[config.mk]
export PLATFORM = sky130hd
export DESIGN_NAME = group_fan_curve_controller_unit
export DESIGN_NICKNAME = d
export VERILOG_FILES = /design/src/rtl/gfc_pkg.sv /design/src/rtl/group_fan_curve_controller_unit.sv /design/src/rtl/gfc_front.sv /design/src/rtl/gfc_queue.sv /design/src/rtl/gfc_back.sv
export SDC_FILE = /design/constraint.sdc
export NUM_CORES = 1
export LEC_CHECK = 0
export BUFFER_PORTS_ARGS = -buffer_cell sky130_fd_sc_hd__buf_4
export CORE_MARGIN = 1
export CORE_UTILIZATION = 40
export DETAILED_ROUTE_END_ITERATION = 16
export GPL_TIMING_DRIVEN = 0
export PLACE_DENSITY = 0.65
export SLEW_MARGIN = 10
export SYNTH_ARGS = -nofsm -noshare
export SYNTH_HDL_FRONTEND = slang
export SYNTH_SLANG_ARGS = --single-unit
[constraint.sdc]
create_clock -name clk -period 9.71 [get_ports clk]
set_input_delay 1.942 -clock clk [delete_from_list [all_inputs] [get_ports clk]]
set_output_delay 1.942 -clock clk [all_outputs]
set_load 0.05 [all_outputs]
[src/rtl/gfc_pkg.sv]
`timescale 1ns / 1ps

package gfc_pkg;

  // field widths, fixed by the interface
  localparam int KIND_W = 3;
  localparam int SRC_W = 22;
  localparam int TEMP_W = 8;
  localparam int DUTY_W = 7;
  localparam int FAN_W = 3;
  localparam int MC_W = 4;

  // slot table size: default and the widest slot index supported
  localparam int MAX_SLOTS_DEF = 8;
  localparam int SLOT_IDX_W = 6;

  // remainder unit takes two source bits per cycle
  localparam int MOD_STEPS = SRC_W / 2;

  localparam int QUEUE_DEPTH = 2;

  localparam logic [KIND_W-1:0] KIND_NORMAL = 3'd0;
  localparam logic [KIND_W-1:0] KIND_DETACH = 3'd1;
  localparam logic [KIND_W-1:0] KIND_ATTACH = 3'd2;
  localparam logic [KIND_W-1:0] KIND_URGENT = 3'd3;
  localparam logic [KIND_W-1:0] KIND_TICK = 3'd4;

  localparam logic [MC_W-1:0] MC_RESET = 4'd8;
  localparam logic [MC_W-1:0] CNT_SAT = 4'd15;

  localparam logic [TEMP_W-1:0] TEMP_LOW = 8'd20;
  localparam logic [TEMP_W-1:0] TEMP_HIGH = 8'd70;
  localparam logic [DUTY_W-1:0] DUTY_FULL = 7'd100;

  // classified message handed from the front to the back
  typedef struct packed {
    logic [KIND_W-1:0] kind;
    logic [SLOT_IDX_W-1:0] slot;
    logic [TEMP_W-1:0] temp;
  } cmd_t;

  // fan curve: 0 up to 20, 100 from 70, twice the excess over 20 between
  function automatic logic [DUTY_W-1:0] duty_of(input logic [TEMP_W-1:0] t);
    logic [TEMP_W-1:0] d;
    d = t - TEMP_LOW;
    if (t <= TEMP_LOW) begin
      return '0;
    end else if (t >= TEMP_HIGH) begin
      return DUTY_FULL;
    end else begin
      return {d[DUTY_W-2:0], 1'b0};
    end
  endfunction

endpackage

[src/rtl/group_fan_curve_controller_unit.sv]
`timescale 1ns / 1ps

// channel   direction  handshake               payload
// in        to block   in_valid / in_ready     kind, source_id, temperature
// out       from block out_valid / out_ready   fan_slot, duty_percent, group_max_temp, last
// config    to block   psel/penable/pwrite     paddr, pwdata, prdata (pready tied high)
//
// a message passes the front in order: accept, the remainder unit (two source_id bits
// a cycle against the clamped module count), then the hand-off to the queue; a tick
// skips the remainder unit
// the back takes a message while idle and the result register is free; a tick scans
// the slot table one slot a cycle through the temperature memory read port, then walks
// slot 0 up to the last attached slot one slot a cycle, giving a result for each
// attached fan as the result register frees up
// reset is synchronous and clears the table flags, counts, queue and handshakes
// a stalled output holds the back; the front keeps accepting until the queue fills

module group_fan_curve_controller_unit import gfc_pkg::*; #(
  parameter int MAX_SLOTS = MAX_SLOTS_DEF
) (
  input  logic              clk,
  input  logic              rst,
  // message requests
  input  logic              in_valid,
  output logic              in_ready,
  input  logic [KIND_W-1:0] kind,
  input  logic [SRC_W-1:0]  source_id,
  input  logic [TEMP_W-1:0] temperature,
  // fan settings
  output logic              out_valid,
  input  logic              out_ready,
  output logic [FAN_W-1:0]  fan_slot,
  output logic [DUTY_W-1:0] duty_percent,
  output logic [TEMP_W-1:0] group_max_temp,
  output logic              last,
  // register port
  input  logic              psel,
  input  logic              penable,
  input  logic              pwrite,
  input  logic [2:0]        paddr,
  input  logic [31:0]       pwdata,
  output logic [31:0]       prdata,
  output logic              pready
);

  // register index as seen in the word address bit
  localparam logic REG_MODULE_COUNT = 1'b0;

  logic [MC_W-1:0] module_count;
  logic [MC_W-1:0] eff_count;
  logic            cfg_write;

  logic push;
  cmd_t push_cmd;
  logic q_full;
  logic q_pop;
  logic q_valid;
  cmd_t q_cmd;

  assign pready = 1'b1;
  assign cfg_write = psel && penable && pwrite && pready;
  assign prdata = (paddr[2] == REG_MODULE_COUNT) ? 32'(module_count) : '0;

  // register keeps the bits written; zero acts as one, large values clamp
  always_ff @(posedge clk) begin
    if (rst) begin
      module_count <= MC_RESET;
    end else if (cfg_write && paddr[2] == REG_MODULE_COUNT) begin
      module_count <= pwdata[MC_W-1:0];
    end
  end

  always_comb begin
    if (module_count == '0) begin
      eff_count = 4'd1;
    end else if (int'(module_count) > MAX_SLOTS) begin
      eff_count = MC_W'(MAX_SLOTS);
    end else begin
      eff_count = module_count;
    end
  end

  // front: takes requests, drops unknown kinds, reduces source_id to a slot
  gfc_front u_front (
    .clk         (clk),
    .rst         (rst),
    .in_valid    (in_valid),
    .in_ready    (in_ready),
    .kind        (kind),
    .source_id   (source_id),
    .temperature (temperature),
    .eff_count   (eff_count),
    .push        (push),
    .push_cmd    (push_cmd),
    .full        (q_full)
  );

  // two-entry queue decouples slot selection from table work
  gfc_queue u_queue (
    .clk       (clk),
    .rst       (rst),
    .push      (push),
    .push_cmd  (push_cmd),
    .full      (q_full),
    .pop       (q_pop),
    .pop_valid (q_valid),
    .pop_cmd   (q_cmd)
  );

  // back: slot table, tick scan and fan sweep, result register
  gfc_back #(
    .MAX_SLOTS (MAX_SLOTS)
  ) u_back (
    .clk            (clk),
    .rst            (rst),
    .eff_count      (eff_count),
    .q_valid        (q_valid),
    .q_cmd          (q_cmd),
    .q_pop          (q_pop),
    .out_valid      (out_valid),
    .out_ready      (out_ready),
    .fan_slot       (fan_slot),
    .duty_percent   (duty_percent),
    .group_max_temp (group_max_temp),
    .last           (last)
  );

endmodule

[src/rtl/gfc_front.sv]
`timescale 1ns / 1ps

module gfc_front import gfc_pkg::*; (
  input  logic              clk,
  input  logic              rst,
  input  logic              in_valid,
  output logic              in_ready,
  input  logic [KIND_W-1:0] kind,
  input  logic [SRC_W-1:0]  source_id,
  input  logic [TEMP_W-1:0] temperature,
  input  logic [MC_W-1:0]   eff_count,
  output logic              push,
  output cmd_t              push_cmd,
  input  logic              full
);

  localparam int STEP_W = $clog2(MOD_STEPS + 1);

  logic              busy;
  logic              dividing;
  logic [KIND_W-1:0] f_kind;
  logic [TEMP_W-1:0] f_temp;
  logic [SRC_W-1:0]  src_sh;
  logic [MC_W-1:0]   rem;
  logic [MC_W-1:0]   rem_step;
  logic [STEP_W-1:0] steps;

  // one restoring remainder step, remainder stays below the divisor
  function automatic logic [MC_W-1:0] mod_bit(input logic [MC_W-1:0] r, input logic b,
                                              input logic [MC_W-1:0] d);
    logic [MC_W:0] t;
    t = {r, b};
    if (t >= {1'b0, d}) begin
      t = t - {1'b0, d};
    end
    return t[MC_W-1:0];
  endfunction

  assign rem_step = mod_bit(mod_bit(rem, src_sh[SRC_W-1], eff_count), src_sh[SRC_W-2],
                            eff_count);

  assign in_ready = !busy;
  assign push = busy && !dividing && !full;
  assign push_cmd = '{kind: f_kind, slot: SLOT_IDX_W'(rem), temp: f_temp};

  always_ff @(posedge clk) begin
    if (rst) begin
      busy <= 1'b0;
      dividing <= 1'b0;
    end else begin
      if (in_valid && in_ready) begin
        f_kind <= kind;
        f_temp <= temperature;
        src_sh <= source_id;
        rem <= '0;
        steps <= STEP_W'(MOD_STEPS);
        // unknown kinds are dropped here
        busy <= (kind inside {KIND_NORMAL, KIND_DETACH, KIND_ATTACH, KIND_URGENT,
                              KIND_TICK});
        dividing <= (kind inside {KIND_NORMAL, KIND_DETACH, KIND_ATTACH, KIND_URGENT});
      end else if (dividing) begin
        rem <= rem_step;
        src_sh <= src_sh << 2;
        steps <= steps - 1'b1;
        if (steps == STEP_W'(1)) begin
          dividing <= 1'b0;
        end
      end else if (push) begin
        busy <= 1'b0;
      end
    end
  end

  a_div_only_busy: assert property (@(posedge clk) disable iff (rst)
    dividing |-> busy && !push)
    else $error("remainder unit running outside a held request");

endmodule

[src/rtl/gfc_queue.sv]
`timescale 1ns / 1ps

module gfc_queue import gfc_pkg::*; (
  input  logic clk,
  input  logic rst,
  input  logic push,
  input  cmd_t push_cmd,
  output logic full,
  input  logic pop,
  output logic pop_valid,
  output cmd_t pop_cmd
);

  localparam int PTR_W = $clog2(QUEUE_DEPTH);

  cmd_t             entries [QUEUE_DEPTH];
  logic [PTR_W-1:0] wr_ptr;
  logic [PTR_W-1:0] rd_ptr;
  logic [PTR_W:0]   count;

  assign full = (count == (PTR_W + 1)'(QUEUE_DEPTH));
  assign pop_valid = (count != '0);
  assign pop_cmd = entries[rd_ptr];

  always_ff @(posedge clk) begin
    if (push) begin
      entries[wr_ptr] <= push_cmd;
    end
  end

  always_ff @(posedge clk) begin
    if (rst) begin
      wr_ptr <= '0;
      rd_ptr <= '0;
      count <= '0;
    end else begin
      if (push) begin
        wr_ptr <= wr_ptr + 1'b1;
      end
      if (pop) begin
        rd_ptr <= rd_ptr + 1'b1;
      end
      case ({push, pop})
        2'b10: count <= count + 1'b1;
        2'b01: count <= count - 1'b1;
        default: count <= count;
      endcase
    end
  end

  a_no_overflow: assert property (@(posedge clk) disable iff (rst) push |-> !full)
    else $error("queue written while full");

  a_no_underflow: assert property (@(posedge clk) disable iff (rst) pop |-> pop_valid)
    else $error("queue read while empty");

endmodule

[src/rtl/gfc_back.sv]
`timescale 1ns / 1ps

module gfc_back import gfc_pkg::*; #(
  parameter int MAX_SLOTS = MAX_SLOTS_DEF
) (
  input  logic              clk,
  input  logic              rst,
  input  logic [MC_W-1:0]   eff_count,
  input  logic              q_valid,
  input  cmd_t              q_cmd,
  output logic              q_pop,
  output logic              out_valid,
  input  logic              out_ready,
  output logic [FAN_W-1:0]  fan_slot,
  output logic [DUTY_W-1:0] duty_percent,
  output logic [TEMP_W-1:0] group_max_temp,
  output logic              last
);

  localparam int SLOT_W = (MAX_SLOTS > 1) ? $clog2(MAX_SLOTS) : 1;
  localparam int SCAN_W = $clog2(MAX_SLOTS + 1);

  localparam logic [1:0] ST_IDLE = 2'd0;
  localparam logic [1:0] ST_SCAN = 2'd1;
  localparam logic [1:0] ST_EMIT = 2'd2;

  logic [1:0]           state;
  logic [MAX_SLOTS-1:0] attached;
  logic [MAX_SLOTS-1:0] temp_valid;
  logic [MC_W-1:0]      attached_count;
  logic [TEMP_W-1:0]    max_temperature;

  logic [TEMP_W-1:0] temp_mem [MAX_SLOTS];
  logic              mem_we;
  logic [SLOT_W-1:0] mem_raddr;
  logic [TEMP_W-1:0] mem_rdata;

  logic [SCAN_W-1:0] scan_idx;
  logic              scan_more;
  logic              rd_live;
  logic [SLOT_W-1:0] rd_slot;
  logic [TEMP_W-1:0] rd_temp;
  logic              found;
  logic [SLOT_W-1:0] last_slot;
  logic [SLOT_W-1:0] emit_slot;
  logic [SLOT_W-1:0] cmd_slot;

  logic              out_free;
  logic              out_load;
  logic [SLOT_W-1:0] load_slot;
  logic [DUTY_W-1:0] load_duty;
  logic [TEMP_W-1:0] load_tmax;
  logic              load_last;

  assign out_free = !out_valid || out_ready;
  assign cmd_slot = q_cmd.slot[SLOT_W-1:0];
  assign q_pop = (state == ST_IDLE) && q_valid && out_free;
  assign scan_more = (state == ST_SCAN) && (scan_idx < SCAN_W'(eff_count));
  assign mem_raddr = scan_idx[SLOT_W-1:0];
  assign mem_we = q_pop && (q_cmd.kind == KIND_NORMAL || q_cmd.kind == KIND_URGENT);
  // a slot never written since reset or last cleared by detach reads zero
  assign rd_temp = temp_valid[rd_slot] ? mem_rdata : '0;

  always_ff @(posedge clk) begin
    if (mem_we) begin
      temp_mem[cmd_slot] <= q_cmd.temp;
    end
    mem_rdata <= temp_mem[mem_raddr];
  end

  always_comb begin
    out_load = 1'b0;
    load_slot = emit_slot;
    load_duty = duty_of(max_temperature);
    load_tmax = max_temperature;
    load_last = (emit_slot == last_slot);
    if (q_pop && q_cmd.kind == KIND_URGENT) begin
      out_load = 1'b1;
      load_slot = cmd_slot;
      load_duty = duty_of(q_cmd.temp);
      load_tmax = q_cmd.temp;
      load_last = 1'b1;
    end else if (state == ST_EMIT && attached[emit_slot] && out_free) begin
      out_load = 1'b1;
    end
  end

  always_ff @(posedge clk) begin
    if (out_load) begin
      fan_slot <= FAN_W'(load_slot);
      duty_percent <= load_duty;
      group_max_temp <= load_tmax;
      last <= load_last;
    end
  end

  always_ff @(posedge clk) begin
    if (rst) begin
      state <= ST_IDLE;
      attached <= '0;
      temp_valid <= '0;
      attached_count <= '0;
      max_temperature <= '0;
      out_valid <= 1'b0;
      scan_idx <= '0;
      rd_live <= 1'b0;
      rd_slot <= '0;
      found <= 1'b0;
      last_slot <= '0;
      emit_slot <= '0;
    end else begin
      if (out_load) begin
        out_valid <= 1'b1;
      end else if (out_ready) begin
        out_valid <= 1'b0;
      end
      case (state)
        ST_IDLE: begin
          if (q_pop) begin
            case (q_cmd.kind)
              KIND_NORMAL, KIND_ATTACH, KIND_URGENT: begin
                if (!attached[cmd_slot]) begin
                  attached[cmd_slot] <= 1'b1;
                  if (attached_count != CNT_SAT) begin
                    attached_count <= attached_count + 1'b1;
                  end
                end
                if (q_cmd.kind != KIND_ATTACH) begin
                  temp_valid[cmd_slot] <= 1'b1;
                end
              end
              KIND_DETACH: begin
                if (attached[cmd_slot]) begin
                  attached[cmd_slot] <= 1'b0;
                  if (attached_count != '0) begin
                    attached_count <= attached_count - 1'b1;
                  end
                end
                temp_valid[cmd_slot] <= 1'b0;
              end
              KIND_TICK: begin
                if (attached_count != '0) begin
                  state <= ST_SCAN;
                  scan_idx <= '0;
                  rd_live <= 1'b0;
                  found <= 1'b0;
                  max_temperature <= '0;
                end
              end
              default: begin
              end
            endcase
          end
        end
        ST_SCAN: begin
          // reads issue one slot a cycle, data is checked in the next cycle
          rd_live <= scan_more;
          rd_slot <= scan_idx[SLOT_W-1:0];
          if (scan_more) begin
            scan_idx <= scan_idx + 1'b1;
          end
          if (rd_live && attached[rd_slot]) begin
            found <= 1'b1;
            last_slot <= rd_slot;
            if (rd_temp > max_temperature) begin
              max_temperature <= rd_temp;
            end
          end
          if (!scan_more && !rd_live) begin
            state <= found ? ST_EMIT : ST_IDLE;
            emit_slot <= '0;
          end
        end
        ST_EMIT: begin
          if (attached[emit_slot]) begin
            if (out_free) begin
              if (emit_slot == last_slot) begin
                state <= ST_IDLE;
              end else begin
                emit_slot <= emit_slot + 1'b1;
              end
            end
          end else begin
            emit_slot <= emit_slot + 1'b1;
          end
        end
        default: state <= ST_IDLE;
      endcase
    end
  end

  a_emit_ends_attached: assert property (@(posedge clk) disable iff (rst)
    (state == ST_EMIT) |-> attached[last_slot])
    else $error("fan sweep without an attached final slot");

  a_load_when_free: assert property (@(posedge clk) disable iff (rst)
    out_load |-> out_free)
    else $error("result register overwritten before it was taken");

endmodule

## Word level (Yosys, flattened, before mapping)

Memory sizes are Yosys's and may differ from the RTL's. A register that Yosys moved wholly into a read port is not among the register bits.
Cells that the tools add are included.
Widths: inputs -> output; s select.

| storage, ports and cells | value |
|---|---|
| output and inout port bits | 54 |
| memories | 2 |
| memory bits (writable) | 94 |
| register bits | 116 |

Memory list:

| name | words | width | rd ports | clocked after memory_dff | write ports | line | text |
|---|---|---|---|---|---|---|---|
| u_back.temp_mem | 8 | 8 | 1 | 1 | 1 | gfc_back.sv:33 | `logic [TEMP_W-1:0] temp_mem [MAX_SLOTS];` |
| u_queue.entries | 2 | 15 | 1 | 1 | 1 | gfc_queue.sv:16 | `cmd_t entries [QUEUE_DEPTH];` |

| cells by class | value |
|---|---|
| equality and inequality tests | 35 |
| bitwise operators | 7 |
| add/subtract/negate cells | 13 |
| reductions and logical operators | 53 |
| $lt $le $gt $ge | 13 |
| muxes and demuxes | 85 |

Operators with widths:

| operator | count |
|---|---|
| $mux 8 | 10 |
| $mux 4 | 15 |
| $pmux 8 s2 | 3 |
| $mux 22 | 2 |
| $mux 7 | 5 |
| $mux 1 | 25 |
| $ne 2x2->1 const B | 9 |
| $and 8x8->8 | 2 |
| $ge 8x7->1 const B | 2 |
| $le 8x5->1 const B | 2 |
| $logic_and 1x1->1 | 16 |
| $mux 2 | 8 |
| $or 8x8->8 | 2 |
| $pmux 4 s2 | 2 |
| $reduce_bool 2->1 | 8 |
| $mux 3 | 5 |
| $reduce_and 5->1 | 3 |
| $ne 2x1->1 const B | 7 |
| $reduce_and 7->1 | 2 |
| $bmux 1 s3 | 4 |
| $eq 3x2->1 const B | 4 |
| $lt 3x4->1 const B | 3 |
| $reduce_and 4->1 | 3 |
| $sub 6x5->6 const B | 2 |
| other kinds (38) | 62 |

## Longest topological paths before layout

| logic depth | value |
|---|---|
| word-level depth | 9 |
| mapped depth | 16 |
| depth with buffers taken out | 16 |

## Modules after synthesis

Synthesis repeated with hierarchy kept, for this count alone.

| second synthesis, totals | value |
|---|---|
| cell total of the unflattened synthesis | 840 |
| area total of the unflattened synthesis | 10418.7 sq um |

By module, submodules not included:

| module | instances | seq. area each (sq um) | area an instance (sq um) | cells an instance |
|---|---|---|---|---|
| gfc_back | 1 | 3543.4 | 6337.3 | 510 |
| gfc_front | 1 | 1271.2 | 2174.6 | 197 |
| gfc_queue | 1 | 1121.1 | 1430.1 | 75 |
| group_fan_curve_controller_unit | 1 | 80.1 | 476.7 | 58 |

## Worst setup path before layout

OpenSTA, ideal clock, no wires.

| path | value |
|---|---|
| path type | input -> output |
| start point | input port paddr[2] |
| end point | output port prdata[0] |
| stages on the path | 1 |
| data required time | 7.768 ns |
| slack | 5.137 ns |
| arrival time | 2.631 ns |
| cells stage by stage | nor2b_1 |

| between the ends | value |
|---|---|
| cells in the longest elaborated chain, start to end | 1 |

RTL lines:

| item | line | text |
|---|---|---|
| start, declared | group_fan_curve_controller_unit.sv:40 | `input logic [2:0] paddr,` |
| $mux 4 | group_fan_curve_controller_unit.sv:62 | `assign prdata = (paddr[2] == REG_MODULE_COUNT) ? 32'(module_count) : '0;` |
| end, declared | group_fan_curve_controller_unit.sv:42 | `output logic [31:0] prdata,` |

Every way passes these cells.

## Worst setup path in the final report

| path | value |
|---|---|
| start point | input port out_ready |
| end point | memory u_back.temp_mem[4][7] (enable) |

| between the ends | value |
|---|---|
| cells in the longest elaborated chain, start to end | 5 |

RTL lines:

| item | line | text |
|---|---|---|
| start, declared | group_fan_curve_controller_unit.sv:31 | `input logic out_ready,` |
| $logic_or 1x1->1 | gfc_back.sv:55 | `assign out_free = !out_valid \|\| out_ready;` |
| $logic_and 1x1->1 | gfc_back.sv:57 | `assign q_pop = (state == ST_IDLE) && q_valid && out_free;` |
| $logic_and 1x1->1 | gfc_back.sv:60 | `assign mem_we = q_pop && (q_cmd.kind == KIND_NORMAL \|\| q_cmd.kind == KIND_URGENT);` |
| $mux 1 | gfc_back.sv:65 | `if (mem_we) begin` |
| $mux 1 (implied by the code) | gfc_back.sv:66 | `temp_mem[cmd_slot] <= q_cmd.temp;` |
| end, declared | gfc_back.sv:33 |  |

Every way passes these cells.

==> key figures <==
Placement
  – Port Buffer Count: 67
  – Worst slack, placed: 4666 ps
  – Placed cell count: 1266
  – Detailed Place HPWL: 15.39 mm
  – RD Place Congestion: 0.9045

Critical path
  – Crit-path leading delay family: simple AND/OR/NAND/NOR gates
  – Crit path capture type: flop
  – Buffers and inverters on the worst path: 1
  – Worst Setup SP: out_ready
  – Crit-path cells: buf_4 > nand2b_1 > nand4_1 > a221oi_2 > nand2_1 > nor2_1
  – Worst-path fanout max: 10
  – CP startpoint kind: input pin
  – Critical path class: input pin to flop
  – Worst EP required: 9850 ps
  – Worst stage delay on the critical path: 830 ps
  – Data arrival time of the worst path: 4690 ps
  – Slowest-stage cell, CP: nor2_1
  – R2R Path Start: module_count[3]$_SDFFE_PP1P_

Clocking
  – Clk sinks: 216
  – # hold bufs at CTS: 0
  – CTS Buf Count: 24
  – Post-CTS setup buffers: 0
  – Clk_lat worst skew: 520 ps
  – Clock tree from TritonCTS: yes
  – H-tree depth: 1
  – Clock-pin slew on the worst setup and hold paths: 50 ps
  – Clk buf depth: 3
  – Clock root buffer: clkbuf_16
  – Resized cells post-CTS: 0

Logic synthesis
  – Most common cell in the netlist: edfxtp_1
  – Primary FF master, synth: edfxtp_1
  – Yosys warns: 0
  – Synth Register Bits: 216
  – Largest cells by area after synthesis: edfxtp_1 (45%), dfxtp_1 (13%), mux4_2 (4.9%)
  – Post-synth EDFFs: 151
  – Post-synthesis sequential area ratio: 57.57%
  – Cell taking the most area after synthesis: edfxtp_1
  – Synth top cells by count: edfxtp_1 (151), nand2_1 (120), dfxtp_1 (65), nor2_1 (65), inv_1 (48)
  – Synth Cell Area: 0.01014 mm2
  – Post-Syn Instances: 844
  – Mapped Avg Cell Area: 12.01 um2
  – Post-synth ARST share: 0%
  – Share of the synthesized area in the top cell type: 44.73%
  – Yosys cell types: 77

Route
  – Initial drt markers: 481
  – Vias: 6665
  – Routed length per instance: 16.12 um
  – Vias per cell: 5.092
  – Remaining routing DRC violations: 0
  – Pre-antenna DRT Iters: 5
  – DRT Wirelength: 21.11 mm
  – Post-route ant nets: 0

Global route
  – Top Usage Layer GRT: met2
  – Largest net degree at the start of global routing: 28
  – M3 GR Usage: 2.414%
  – Initial antenna violation count: 0
  – First-pass GRT wire length: 33.80 mm
  – GR Layer Usage met1: 23.09%
  – Gr ovfl total: 0
  – GR Util met2: 26.21%
  – Vias in the first global route: 6366
  – Total GRT Usage: 16.50%

STA
  – Worst-Margin Slew: 1054 ps
  – Fmax: 219.8 MHz
  – Tcrit/Tclk final: 46.86%
  – Slew Limit Fails: 0
  – Max_slew headroom: 27.73%
  – Hold Vio Cnt, Final: 0
  – RSZ-0062 raised after global routing: false
  – Clk_skew: 11.62 ps
  – PnR worst setup slack: 5160 ps
  – Min Tclk post-route: 4550 ps
  – Final setup vio count: 0
  – Sum of negative setup slack: 0 ps

Final layout
  – Non-Filler Instances: 1309
  – Area grow syn2layout: 18.38%
  – Nets: 1076
  – Ant. Diodes: 0
  – Share of layout cells above drive strength 1: 20.61%
  – Fill cells: 2201
  – Final design utilization: 48.77%

Power and ir drop
  – Leak: 4.585 nW
  – Worst vdd ir: 141.6 uV
  – Power density of the placed cells: 202.4 mW/mm2

Floorplan
  – Die width: 161.2 um
  – Die area: 0.02598 mm2
  – Core area: 0.02460 mm2
  – Initial Util: 41.20%
  – Die Y: 161.2 um
  – Io pins: 129
  – FP Rows: 57

Min path
  – Worst Hold Class: flop to flop
  – Hold Crit Start: u_front.f_temp[6]$_DFFE_PP_

Job
  – Max_cap viols: 0

Run status
  – Outcome: finished clean
==> layout make-up <==
type / count / area [um2] / share of cell area [%]
Timing Repair Buffer: 70 / 538.0 / 4.483
Multi-Input combinational cell: 548 / 3901 / 32.51
Clock buffer: 30 / 644.4 / 5.370
Inverter: 48 / 180.2 / 1.501
Clock inverter: 13 / 128.9 / 1.074
Buffer: 60 / 366.6 / 3.055
Sequential cell: 216 / 5836 / 48.63
Tap cell: 324 / 405.4 / 3.378
==> flip-flops by register name, indices dropped and copies added, names as in the netlist, 3 cells and up, named ones only <==
name / count
module_count: 4
u_back.attached_count: 4
u_back.duty_percent: 6
u_back.emit_slot: 3
u_back.fan_slot: 3
u_back.group_max_temp: 8
u_back.last_slot: 3
u_back.max_temperature: 8
u_back.mem_rdata: 8
u_back.rd_slot: 3
u_back.scan_idx: 4
u_back.temp_mem: 64
u_front.f_kind: 3
u_front.f_temp: 8
u_front.rem: 4
u_front.src_sh: 22
u_front.steps: 4
u_queue.entries: 28
==> cell families after synthesis <==
logic type,after synthesis,share of synthesized area (%)
other,2,0.07408
flip-flops,216,57.57
buffers and inverters,108,5.394
AO/OA/AOI/OAI,119,8.591
AND/OR/NAND/NOR,278,12.63
multiplexers,72,10.07
adder cells (fa/ha/maj),33,4.295
XOR/XNOR,16,1.382
==> worst paths after layout <==
path | depth (start not counted) | slack [ps] | end
min reg2reg | 0 | 440 | u_queue.entries[1][6]$_DFFE_PP_
min | 0 | 440 | u_queue.entries[1][6]$_DFFE_PP_
max reg2reg | 16 | 5740 | u_front.rem[0]$_SDFFCE_PP0P_
max | 6 | 5160 | u_back.temp_mem[4][7]$_DFFE_PP_
==> placed cells by master, fill, tap and decap left out, types with 8 or more instances in the layout <==
cell,netlist,routed
ha_1,30,30
nor2_1,65,62
mux2_2,12,12
nor3_1,14,9
dfxtp_1,65,65
a211oi_1,8,8
clkbuf_16,0,25
xnor2_1,10,10
edfxtp_1,151,151
clkbuf_1,19,24
nand2_1,120,120
buf_4,31,100
conb_1,2,30
o21ai_0,25,24
a21oi_1,20,20
mux2i_1,35,35
o22ai_1,8,8
inv_1,48,48
nor2b_1,23,23
nand2b_1,11,11
mux4_2,22,22
==> where the power goes <==
| group | internal, mW | switching, mW | leakage (nW) | total (mW) |
|---|---|---|---|---|
| combinational | 0.154 | 0.295 | 2.31 | 0.449 |
| sequential | 1.07 | 0.0279 | 1.91 | 1.09 |
| clock | 0.525 | 0.360 | 0.369 | 0.885 |
| total | 1.75 | 0.683 | 4.58 | 2.43 |
==> stage by stage <==
stage,hold WS (ps),total power [mW],cell area (um2)
floorplan,421.5,1.429,10240
global placement,425.4,1.543,11150
detailed placement,434.8,1.558,11220
CTS,448.0,2.444,12000
global route,459.8,2.530,12000
finish,443.9,2.429,12000
==> metal layers <==
layer / part of all wire [%] / vias to the layer above
li1: - / 3252
met1: 45 / 3168
met2: 46 / 204
met3: 5.7 / 41
met4: 2.8 / 0
met5: 0 / -
Note: power is estimated with default switching activity, not from simulation.
